<file path="config.mk">
export PLATFORM = sky130hd
export DESIGN_NAME = source_text_tokenizer_unit
export DESIGN_NICKNAME = d
export VERILOG_FILES = /design/src/rtl/stt_pkg.sv /design/src/rtl/stt_core.sv /design/src/rtl/stt_res_queue.sv /design/src/rtl/source_text_tokenizer_unit.sv
export SDC_FILE = /design/constraint.sdc
export NUM_CORES = 2
export LEC_CHECK = 0
export ABC_CLOCK_PERIOD_IN_PS = 12700
export BUFFER_PORTS_ARGS = -buffer_cell sky130_fd_sc_hd__buf_2
export CAP_MARGIN = 5
export CELL_PAD_IN_SITES_DETAIL_PLACEMENT = 0
export CELL_PAD_IN_SITES_GLOBAL_PLACEMENT = 2
export CORE_MARGIN = 2
export CORE_UTILIZATION = 42
export CTS_CLUSTER_SIZE = 16
export DETAILED_ROUTE_END_ITERATION = 10
export GPL_TIMING_DRIVEN = 0
export PLACE_DENSITY = 0.87
export RECOVER_POWER = 100
export SLEW_MARGIN = 20
export SYNTH_ARGS = -nofsm -noshare
export SYNTH_HDL_FRONTEND = slang
export SYNTH_SLANG_ARGS = --single-unit
</file>
<file path="constraint.sdc">
create_clock -name i_clk -period 12.7 [get_ports i_clk]
set_clock_uncertainty 0.1 [all_clocks]
set_input_delay 2.54 -clock i_clk [delete_from_list [all_inputs] [get_ports i_clk]]
set_output_delay 2.54 -clock i_clk [all_outputs]
set_load 0.005 [all_outputs]
</file>
<file path="src/rtl/stt_pkg.sv">
// Shared types, token kind codes and character classifiers for the source text tokenizer.
// Used by stt_core, stt_res_queue and source_text_tokenizer_unit; no dependencies.
package stt_pkg;

    // Default build constants
    localparam int KEYWORD_MAX_LEN_DEF = 6;
    localparam int OFFSET_BITS_DEF     = 32;
    localparam int LINE_BITS_DEF       = 24;

    // Longest keyword in the table
    localparam int KW_LEN_MAX = 6;
    localparam int KW_COUNT   = 12;

    // Result queue depth (two slots must be free to take a byte)
    localparam int QDEPTH = 4;
    localparam int QPTRW  = $clog2(QDEPTH);

    // Token kind codes
    localparam logic [4:0] KIND_IDENT   = 5'd0;
    localparam logic [4:0] KIND_KEYWORD = 5'd1;
    localparam logic [4:0] KIND_INT     = 5'd2;
    localparam logic [4:0] KIND_SYM0    = 5'd3;
    localparam logic [4:0] KIND_EQ      = 5'd23;
    localparam logic [4:0] KIND_NE      = 5'd24;
    localparam logic [4:0] KIND_LE      = 5'd25;
    localparam logic [4:0] KIND_GE      = 5'd26;
    localparam logic [4:0] KIND_UNKNOWN = 5'd27;
    localparam logic [4:0] KIND_NONE    = 5'd0;

    localparam logic [7:0] CHAR_LF = 8'h0A;

    // Keywords, first character in the top byte, zero padded on the right
    localparam logic [47:0] KW_TEXT [KW_COUNT] = '{
        48'("return"), {"var", 24'h0}, {"for", 24'h0}, {"while", 8'h0},
        {"loop", 16'h0}, {"int8", 16'h0}, {"int16", 8'h0}, {"int32", 8'h0},
        {"int64", 8'h0}, {"char", 16'h0}, {"float", 8'h0}, {"void", 16'h0}
    };
    localparam logic [2:0] KW_LEN [KW_COUNT] = '{
        3'd6, 3'd3, 3'd3, 3'd5, 3'd4, 3'd4, 3'd5, 3'd5, 3'd5, 3'd4, 3'd5, 3'd4
    };

    typedef logic [KW_LEN_MAX-1:0][7:0] t_kw_prefix;

    // One token descriptor
    typedef struct packed {
        logic [4:0]  kind;
        logic [31:0] start;
        logic [31:0] len;
        logic [23:0] line;
        logic [31:0] num;
        logic        last;
    } t_token;

    // Results of one byte: zero, one or two tokens
    typedef struct packed {
        logic [1:0] cnt;
        t_token     tok0;
        t_token     tok1;
    } t_push;

    function automatic logic is_space(input logic [7:0] b);
        return (b == 8'h20) || (b == 8'h09) || (b == 8'h0A) || (b == 8'h0B) ||
               (b == 8'h0C) || (b == 8'h0D);
    endfunction

    function automatic logic is_alpha(input logic [7:0] b);
        return ((b >= 8'h41) && (b <= 8'h5A)) || ((b >= 8'h61) && (b <= 8'h7A));
    endfunction

    function automatic logic is_digit(input logic [7:0] b);
        return (b >= 8'h30) && (b <= 8'h39);
    endfunction

    // Single symbol kind 3..22, zero for anything else
    function automatic logic [4:0] sym_kind(input logic [7:0] b);
        logic [4:0] k;
        case (b)
            "(":     k = 5'd3;
            ")":     k = 5'd4;
            "{":     k = 5'd5;
            "}":     k = 5'd6;
            "[":     k = 5'd7;
            "]":     k = 5'd8;
            ":":     k = 5'd9;
            ";":     k = 5'd10;
            ">":     k = 5'd11;
            "<":     k = 5'd12;
            "=":     k = 5'd13;
            "\"":    k = 5'd14;
            ",":     k = 5'd15;
            ".":     k = 5'd16;
            "+":     k = 5'd17;
            "-":     k = 5'd18;
            "*":     k = 5'd19;
            "/":     k = 5'd20;
            "!":     k = 5'd21;
            "%":     k = 5'd22;
            default: k = KIND_NONE;
        endcase
        return k;
    endfunction

    // Two-character comparison kind for a lead character, zero otherwise
    function automatic logic [4:0] cmp_kind(input logic [7:0] b);
        logic [4:0] k;
        case (b)
            "=":     k = KIND_EQ;
            "!":     k = KIND_NE;
            "<":     k = KIND_LE;
            ">":     k = KIND_GE;
            default: k = KIND_NONE;
        endcase
        return k;
    endfunction

    // Parallel compare of the word prefix against every keyword
    function automatic logic kw_match(input t_kw_prefix pfx, input logic [31:0] len);
        logic hit;
        logic same;
        hit = 1'b0;
        for (int i = 0; i < KW_COUNT; i++) begin
            same = (len == 32'(KW_LEN[i]));
            for (int j = 0; j < KW_LEN_MAX; j++) begin
                if (j < int'(KW_LEN[i]) && pfx[j] != KW_TEXT[i][47-8*j -: 8]) begin
                    same = 1'b0;
                end
            end
            hit = hit | same;
        end
        return hit;
    endfunction

endpackage

</file>
<file path="src/rtl/stt_core.sv">
// Scanner state and per-byte token decision for the source text tokenizer.
// Depends on stt_pkg; produces up to two token descriptors per accepted byte.
module stt_core
    import stt_pkg::*;
#(
    parameter int KEYWORD_MAX_LEN = KEYWORD_MAX_LEN_DEF,
    parameter int OFFSET_BITS     = OFFSET_BITS_DEF,
    parameter int LINE_BITS       = LINE_BITS_DEF
) (
    input  logic       i_clk,
    input  logic       i_rst_n,
    input  logic       i_accept,
    input  logic [7:0] i_byte,
    input  logic       i_eot,
    output t_push      o_push
);

    localparam int IDXW = $clog2(KEYWORD_MAX_LEN);

    // Scan modes
    localparam logic [1:0] MODE_IDLE   = 2'd0;
    localparam logic [1:0] MODE_WORD   = 2'd1;
    localparam logic [1:0] MODE_NUMBER = 2'd2;
    localparam logic [1:0] MODE_HELD   = 2'd3;

    logic [1:0]             r_mode, n_mode;
    logic [7:0]             r_held, n_held;
    logic [OFFSET_BITS-1:0] r_start, n_start;
    logic [31:0]            r_bytes, n_bytes;
    logic [7:0]             r_prefix [KEYWORD_MAX_LEN];
    logic [7:0]             n_prefix [KEYWORD_MAX_LEN];
    logic [LINE_BITS-1:0]   r_line, n_line;
    logic [OFFSET_BITS-1:0] r_off, n_off;
    logic [31:0]            r_tok, n_tok;

    logic                   sp, alpha, digit, consumed;
    logic [4:0]             sk, ck;
    logic [31:0]            bytes_inc, tok1, tok2;
    logic                   e_a, e_b, e_c;
    t_token                 t_a, t_b, t_c, t_x;
    t_kw_prefix             pfx_cur, pfx_nxt;

    // Build a descriptor; offset and line are cut or zero-extended to port width
    function automatic t_token mk_tok(input logic [4:0] kind,
                                      input logic [OFFSET_BITS-1:0] start,
                                      input logic [31:0] len,
                                      input logic [LINE_BITS-1:0] line);
        t_token t;
        logic [OFFSET_BITS+31:0] s_ext;
        logic [LINE_BITS+23:0]   l_ext;
        s_ext  = {32'd0, start};
        l_ext  = {24'd0, line};
        t.kind  = kind;
        t.start = s_ext[31:0];
        t.len   = len;
        t.line  = l_ext[23:0];
        t.num   = 32'd0;
        t.last  = 1'b0;
        return t;
    endfunction

    always_comb begin
        sp    = is_space(i_byte);
        alpha = is_alpha(i_byte);
        digit = is_digit(i_byte);
        sk    = sym_kind(i_byte);
        ck    = cmp_kind(i_byte);

        n_mode   = r_mode;
        n_held   = r_held;
        n_start  = r_start;
        n_bytes  = r_bytes;
        n_prefix = r_prefix;
        n_line   = r_line;
        n_off    = r_off;
        consumed = 1'b0;
        e_a      = 1'b0;
        e_b      = 1'b0;
        e_c      = 1'b0;
        t_a      = '0;
        t_b      = '0;
        t_c      = '0;

        bytes_inc = (r_bytes == 32'hFFFF_FFFF) ? r_bytes : r_bytes + 32'd1;
        for (int j = 0; j < KW_LEN_MAX; j++) begin
            pfx_cur[j] = r_prefix[j];
        end

        // Pending token: extend it or close it
        case (r_mode)
            MODE_WORD: begin
                if (sp || sk != KIND_NONE) begin
                    e_a    = 1'b1;
                    t_a    = mk_tok(kw_match(pfx_cur, r_bytes) ? KIND_KEYWORD : KIND_IDENT,
                                    r_start, r_bytes, r_line);
                    n_mode = MODE_IDLE;
                end else begin
                    if (r_bytes < 32'(KEYWORD_MAX_LEN)) begin
                        n_prefix[r_bytes[IDXW-1:0]] = i_byte;
                    end
                    n_bytes  = bytes_inc;
                    consumed = 1'b1;
                end
            end
            MODE_NUMBER: begin
                if (digit) begin
                    n_bytes  = bytes_inc;
                    consumed = 1'b1;
                end else begin
                    e_a    = 1'b1;
                    t_a    = mk_tok(KIND_INT, r_start, r_bytes, r_line);
                    n_mode = MODE_IDLE;
                end
            end
            MODE_HELD: begin
                e_a    = 1'b1;
                n_mode = MODE_IDLE;
                if (i_byte == "=") begin
                    t_a      = mk_tok(cmp_kind(r_held), r_start, 32'd2, r_line);
                    consumed = 1'b1;
                end else begin
                    t_a = mk_tok(sym_kind(r_held), r_start, 32'd1, r_line);
                end
            end
            default: ;
        endcase

        // Byte not absorbed: start a token or emit a one-byte token
        if (!consumed && !sp) begin
            if (alpha) begin
                n_mode      = MODE_WORD;
                n_start     = r_off;
                n_bytes     = 32'd1;
                n_prefix[0] = i_byte;
            end else if (digit) begin
                n_mode  = MODE_NUMBER;
                n_start = r_off;
                n_bytes = 32'd1;
            end else if (ck != KIND_NONE) begin
                n_mode  = MODE_HELD;
                n_held  = i_byte;
                n_start = r_off;
            end else begin
                e_b = 1'b1;
                t_b = mk_tok((sk != KIND_NONE) ? sk : KIND_UNKNOWN, r_off, 32'd1, r_line);
            end
        end

        // Saturating position counters
        if (i_byte == CHAR_LF && r_line != '1) begin
            n_line = r_line + 1'b1;
        end
        if (r_off != '1) begin
            n_off = r_off + 1'b1;
        end

        // End of text: flush what is still open, on the updated line
        for (int j = 0; j < KW_LEN_MAX; j++) begin
            pfx_nxt[j] = n_prefix[j];
        end
        if (i_eot) begin
            case (n_mode)
                MODE_WORD: begin
                    e_c = 1'b1;
                    t_c = mk_tok(kw_match(pfx_nxt, n_bytes) ? KIND_KEYWORD : KIND_IDENT,
                                 n_start, n_bytes, n_line);
                end
                MODE_NUMBER: begin
                    e_c = 1'b1;
                    t_c = mk_tok(KIND_INT, n_start, n_bytes, n_line);
                end
                MODE_HELD: begin
                    e_c = 1'b1;
                    t_c = mk_tok(sym_kind(n_held), n_start, 32'd1, n_line);
                end
                default: ;
            endcase
        end

        // Order the results and number them
        tok1 = (r_tok == 32'hFFFF_FFFF) ? r_tok : r_tok + 32'd1;
        tok2 = (tok1 == 32'hFFFF_FFFF) ? tok1 : tok1 + 32'd1;
        t_x  = e_b ? t_b : t_c;

        o_push.cnt  = 2'(e_a) + 2'(e_b) + 2'(e_c);
        o_push.tok0 = e_a ? t_a : t_x;
        o_push.tok1 = e_a ? t_x : t_c;
        o_push.tok0.num  = r_tok;
        o_push.tok1.num  = tok1;
        o_push.tok0.last = (o_push.cnt == 2'd1);
        o_push.tok1.last = 1'b1;

        case (o_push.cnt)
            2'd0:    n_tok = r_tok;
            2'd1:    n_tok = tok1;
            default: n_tok = tok2;
        endcase

        // Full state reset after the final byte
        if (i_eot) begin
            n_mode  = MODE_IDLE;
            n_held  = 8'd0;
            n_start = '0;
            n_bytes = 32'd0;
            n_line  = LINE_BITS'(1);
            n_off   = '0;
            n_tok   = 32'd0;
        end
    end

    // Control state
    always_ff @(posedge i_clk) begin
        if (!i_rst_n) begin
            r_mode  <= MODE_IDLE;
            r_held  <= 8'd0;
            r_start <= '0;
            r_bytes <= 32'd0;
            r_line  <= LINE_BITS'(1);
            r_off   <= '0;
            r_tok   <= 32'd0;
        end else if (i_accept) begin
            r_mode  <= n_mode;
            r_held  <= n_held;
            r_start <= n_start;
            r_bytes <= n_bytes;
            r_line  <= n_line;
            r_off   <= n_off;
            r_tok   <= n_tok;
        end
    end

    // Word prefix, no reset: only written entries are ever compared
    always_ff @(posedge i_clk) begin
        if (i_accept) begin
            r_prefix <= n_prefix;
        end
    end

endmodule

</file>
<file path="src/rtl/stt_res_queue.sv">
// Small result queue for token descriptors: takes up to two per cycle, gives one while the reader is ready.
// Depends on stt_pkg (t_push, t_token, QDEPTH).
module stt_res_queue
    import stt_pkg::*;
(
    input  logic   i_clk,
    input  logic   i_rst_n,
    input  t_push  i_push,
    output logic   o_room,
    output logic   o_valid,
    input  logic   i_ready,
    output t_token o_tok
);

    t_token              r_q [QDEPTH];
    logic [QPTRW-1:0]    r_head, n_head;
    logic [QPTRW-1:0]    r_tail, n_tail;
    logic [QPTRW:0]      r_count, n_count;
    logic [QPTRW-1:0]    tail1;
    logic                pop;

    assign o_valid = (r_count != '0);
    assign o_tok   = r_q[r_head];
    assign o_room  = (r_count <= (QPTRW+1)'(QDEPTH - 2));
    assign pop     = o_valid & i_ready;
    assign tail1   = r_tail + 1'b1;

    // Pointer and fill count update
    always_comb begin
        n_head  = r_head + QPTRW'(pop);
        n_tail  = r_tail + QPTRW'(i_push.cnt);
        n_count = r_count + (QPTRW+1)'(i_push.cnt) - (QPTRW+1)'(pop);
    end

    always_ff @(posedge i_clk) begin
        if (!i_rst_n) begin
            r_head  <= '0;
            r_tail  <= '0;
            r_count <= '0;
        end else begin
            r_head  <= n_head;
            r_tail  <= n_tail;
            r_count <= n_count;
        end
    end

    // Entry writes
    always_ff @(posedge i_clk) begin
        if (i_push.cnt != 2'd0) begin
            r_q[r_tail] <= i_push.tok0;
        end
        if (i_push.cnt == 2'd2) begin
            r_q[tail1] <= i_push.tok1;
        end
    end

endmodule

</file>
<file path="src/rtl/source_text_tokenizer_unit.sv">
// Top level of the source text tokenizer: stream ports around the scanner and result queue.
// Depends on stt_pkg, stt_core and stt_res_queue.
//
// Takes one text byte per cycle and returns token descriptors. A byte is
// processed in the cycle it is accepted; its zero, one or two tokens enter a
// four-entry result queue and leave one per cycle while the output is ready.
// The input is ready whenever at least two queue slots are free, so with the
// output side ready the block sustains one byte per clock; the extra token
// of a two-token byte is absorbed by the queue. No clearing pass after reset.
// A first token is registered and offered next cycle if the queue was empty.
module source_text_tokenizer_unit
    import stt_pkg::*;
#(
    parameter int KEYWORD_MAX_LEN = KEYWORD_MAX_LEN_DEF,
    parameter int OFFSET_BITS     = OFFSET_BITS_DEF,
    parameter int LINE_BITS       = LINE_BITS_DEF
) (
    input  logic         i_clk,
    input  logic         i_rst_n,
    input  logic         s_axis_tvalid,
    output logic         s_axis_tready,
    input  logic [7:0]   s_axis_tdata,   // [7:0] text_byte
    input  logic         s_axis_tlast,   // end_of_text
    output logic         m_axis_tvalid,
    input  logic         m_axis_tready,
    output logic [127:0] m_axis_tdata,   // [4:0] token_kind, [36:5] start_offset,
                                         // [68:37] token_length, [92:69] line_number,
                                         // [124:93] token_number, [127:125] zero
    output logic         m_axis_tlast    // run_last
);

    logic   accept;
    logic   room;
    t_push  push;
    t_token tok;

    assign s_axis_tready = room;
    assign accept        = s_axis_tvalid & room;

    // Scanner
    stt_core #(
        .KEYWORD_MAX_LEN (KEYWORD_MAX_LEN),
        .OFFSET_BITS     (OFFSET_BITS),
        .LINE_BITS       (LINE_BITS)
    ) u_core (
        .i_clk    (i_clk),
        .i_rst_n  (i_rst_n),
        .i_accept (accept),
        .i_byte   (s_axis_tdata),
        .i_eot    (s_axis_tlast),
        .o_push   (push)
    );

    // Result queue; nothing is pushed unless a byte is accepted
    t_push push_q;
    always_comb begin
        push_q = push;
        if (!accept) begin
            push_q.cnt = 2'd0;
        end
    end

    stt_res_queue u_queue (
        .i_clk   (i_clk),
        .i_rst_n (i_rst_n),
        .i_push  (push_q),
        .o_room  (room),
        .o_valid (m_axis_tvalid),
        .i_ready (m_axis_tready),
        .o_tok   (tok)
    );

    // Output packing
    assign m_axis_tdata = {3'b000, tok.num, tok.line, tok.len, tok.start, tok.kind};
    assign m_axis_tlast = tok.last;

endmodule

</file>
==> results.rst <==
.. list-table::
   :header-rows: 1

   * - Metric
     - Value
   * - Clock insertion delay at the later pin of the skew report
     - 0.68 ns
   * - Drc violations
     - 0
   * - Critical Path RT
     - 13.14 ns
   * - Clock Root Buffer
     - clkbuf_16
   * - Net count of the finished layout
     - 4,242
   * - Global-route wire length before repair
     - 220,000 µm
   * - Detailed-route wire length
     - 148,000 µm
   * - Synth area leader
     - edfxtp_1
   * - Largest cells by area after synthesis
     - edfxtp_1 (41%), dfxtp_1 (8.6%), mux4_2 (7.0%)
   * - Max Fclk
     - 0.0918 GHz
   * - Total global-route track usage
     - 29.4%
   * - Register-to-Register Path Depth
     - 23
   * - Synthesized area per cell
     - 10.2 µm²
   * - Combined area of all synthesized cells
     - 40,500 µm²
   * - Worst flop-to-flop path endpoint
     - u_queue.r_q[3][0]
   * - Highest net fanout along the worst path
     - 42
   * - Number of warnings reported in the yosys synthesis log
     - 0
   * - Number of flops mapped to enable cells by yosys
     - 548
   * - Routability congestion estimate from global placement
     - 0.959
   * - Final Critical Period
     - 10.89 ns
   * - Overall die area
     - 98,800 µm²
   * - Hold Path End
     - u_queue.r_q[2][0]
   * - Place WS
     - 2.45 ns
   * - Top_reg_cell synth
     - edfxtp_1
   * - Worst EP arrival
     - 11.33 ns
   * - Growth of design area from synthesis to finish
     - 13.4%
   * - Clock transition at the registers of the reported paths
     - 0.07 ns
   * - CTS Hold Buffers Added
     - 0
   * - Share of the cycle needed by the critical path after routing
     - 85.7%
   * - CTS tree
     - built
   * - FF-to-FF Start
     - u_core.r_mode[0]
   * - Worst setup slack for register-to-register paths
     - 4.09 ns
   * - Sequential cell area fraction in the yosys report
     - 49.2%
   * - Type of origin of the critical path
     - input port
   * - I/O pin count
     - 144
   * - PD cells
     - 150 nW/µm²
   * - Total placed instance area
     - 43,100 µm²
   * - Crit path setup slack, layout
     - 1.81 ns
   * - WHS Path Cells
     - 1
   * - Vias after detailed routing
     - 34,900
   * - Die span in x
     - 314 µm
   * - Post-CTS Resized
     - 0
   * - Effective utilization at floorplan
     - 42.5%
   * - Area of all placed cells without fillers
     - 45,900 µm²
   * - Total of fill cells in the finished design
     - 9,119
   * - Antenna violations before repair
     - 7
   * - Slew at the pin with the worst max-slew slack
     - 2.92 ns
   * - First-pass iteration count of the detailed router
     - 6
   * - Failing checks
     - capacitance limit, slew limit
   * - Synth Instances
     - 3,970
   * - Cts bufs inserted
     - 83
   * - Post-DR wirelength/cell
     - 26.7 µm
   * - Yosys cell types
     - 111
   * - Half-perimeter wire length of the detailed placement result
     - 105,000 µm
   * - Max-slew violation count
     - 81
   * - DR vias/cell
     - 6.29
   * - Startpoint of the most critical hold path
     - u_queue.r_q[2][0]
   * - Worst rel slew slack
     - -95.0%
   * - Most frequent cells after synthesis
     - edfxtp_1 (548), nand2_1 (512), o21ai_0 (371)
   * - Count of max-cap constraint violations
     - 4
   * - Remaining global-route overflow
     - 0
   * - Total clock sinks
     - 721
   * - Worst hold-check path type
     - reg2reg
   * - Type of the setup path with the least slack
     - in2reg
   * - Total count of hold-check failures in the final report
     - 0
   * - Share of synthesized flip-flops with an asynchronous set or reset
     - 0%
   * - Flops & latches, synth
     - 721
   * - Violation count after the first detailed-routing iteration
     - 4,228
   * - Setup repair after global routing missed its margin
     - false
   * - VDD IR max
     - 0.000114 V
   * - Most common cell in the netlist
     - edfxtp_1
   * - Run status
     - finished, violations left
   * - Maximum root-to-sink buffer count
     - 3
   * - Fraction of synthesized cell area taken by the top area cell type
     - 40.7%
   * - Clock H-tree levels
     - 3
   * - Std cell rows
     - 113
   * - Floorplan core area
     - 95,300 µm²
   * - IO buf count
     - 137
   * - Largest net degree at the start of global routing
     - 50
   * - Postcts setup bufs
     - 0
   * - Antenna violation net count after detailed routing
     - 0
   * - Via count of the first global-routing pass
     - 33,500
   * - Share of post-route cells with drive strength above 1
     - 11.1%
   * - Die H
     - 314 µm
   * - Worst setup EP type
     - flop
   * - Leakage power total
     - 14.2 nW
   * - Final-report setup violation count
     - 0
   * - Worst Setup SP
     - s_axis_tdata[0]
cells in the final DEF (no fill, tap or decap), types with 33 or more instances in the layout:
| cell type | count |
|---|---|
| and3_1 | 55 |
| o21ai_0 | 382 |
| nand4_1 | 39 |
| o31ai_1 | 33 |
| dfxtp_1 | 173 |
| nand2_1 | 508 |
| a22o_1 | 62 |
| nand3_1 | 118 |
| a22oi_1 | 157 |
| a21oi_1 | 130 |
| nor2b_1 | 104 |
| nor3_1 | 81 |
| nor2_1 | 208 |
| clkbuf_16 | 83 |
| edfxtp_1 | 548 |
| buf_2 | 101 |
| o22ai_1 | 252 |
| xor2_1 | 56 |
| mux4_2 | 126 |
| clkbuf_1 | 400 |
critical path: stages:
cell and delay [ns]:
clkbuf_1 0.37, clkinv_1 0.57, a211oi_1 0.47, a21oi_1 0.20
nand3_1 0.28, o211ai_1 0.21, a311o_1 0.53, o21a_1 0.33
inv_1 0.32, clkbuf_1 0.66, clkbuf_1 0.67, fa_1 0.53
clkbuf_1 0.29, nor2b_1 0.24, nand3_1 0.36, clkbuf_1 0.96
nand2_4 0.71, buf_12 0.41, buf_16 0.22, buf_12 0.21
nor2_1 0.11, a31oi_1 0.04
through the flow:
step | power (mW) | TNS, ns | hold slack, ns | utilization [%] | cells
floorplan | 3.73 | 0 | 0.331 | - | 3972
global placement | 4.43 | -1118.92 | 0.345 | 44.8 | 5374
detailed placement | 4.43 | 0 | 0.349 | 45.3 | 5390
CTS | 6.95 | 0 | 0.364 | 48.3 | 5546
global route | 7.12 | 0 | 0.376 | 48.1 | 5547
finish | 6.89 | 0 | 0.373 | 48.1 | 5548
state kept, by name, summed over array words and instances, names as in the netlist:
| name | count |
|---|---|
| u_queue.r_head | 2 |
| u_queue.r_count | 3 |
| u_core.r_held | 8 |
| u_queue.r_q | 504 |
| u_core.r_start | 32 |
| u_core.r_mode | 2 |
| u_core.r_bytes | 32 |
| u_core.pfx_cur | 48 |
| u_queue.r_tail | 2 |
| u_core.r_off | 32 |
| u_core.r_line | 24 |
| u_core.r_tok | 32 |
logic make-up (layout without fill, tap and decap cells):
kind of cell    count (synthesis)  count (layout)  synth area share, %
simple gates                 1363            1363                 16.9
flops                         721             721                 49.2
other cells                     1               5              0.00927
mux                           162             162                 7.97
compound gates               1208            1208                 19.0
xor+xnor                       88              88                 1.91
buf+inv                       408             717                 4.41
fa+ha+maj                      19              19                0.625
worst max-delay path by stage:
stage | cells past startpoint | slack [ns] | endpoint
after floorplan | 18 | 2.89 | u_queue.r_q[0][0]
after global placement | 17 | -2.55 | u_queue.r_q[3][83]
after detailed placement | 21 | 2.45 | u_queue.r_q[2][83]
after CTS | 21 | 3.15 | u_queue.r_q[2][83]
after global routing | 22 | 1.55 | u_queue.r_q[3][0]
final | 22 | 1.81 | u_queue.r_q[3][0]
report_power, final:
| part | total, mW | internal, mW | switching (mW) | leakage (nW) |
|---|---|---|---|---|
| registers | 2.83 | 2.75 | 0.0765 | 6.87 |
| clock network | 2.54 | 1.47 | 1.07 | 1.39 |
| logic | 1.53 | 0.568 | 0.963 | 5.92 |
| total | 6.89 | 4.79 | 2.11 | 14.2 |
cell type report:
type,instances,area (µm²),share of cell area [%]
Clock buffer,105,2200,4.80
Tap cell,1265,1580,3.45
Antenna cell,2,5.00,0.0109
Sequential cell,721,19900,43.4
Clock inverter,51,653,1.42
Timing Repair Buffer,153,927,2.02
Inverter,35,131,0.286
Multi-Input combinational cell,2843,18800,41.0
Buffer,373,1630,3.56
per-layer routing:
layer	vias to the layer above	global-route usage, %	part of all wire, %
met3	310	5.45	8.8
met5	-	0	0.023
met4	6	12.2	4.1
li1	15700	-	-
met2	1655	44.8	45
met1	17200	41.3	42
Note: power is estimated with default switching activity, not from simulation.
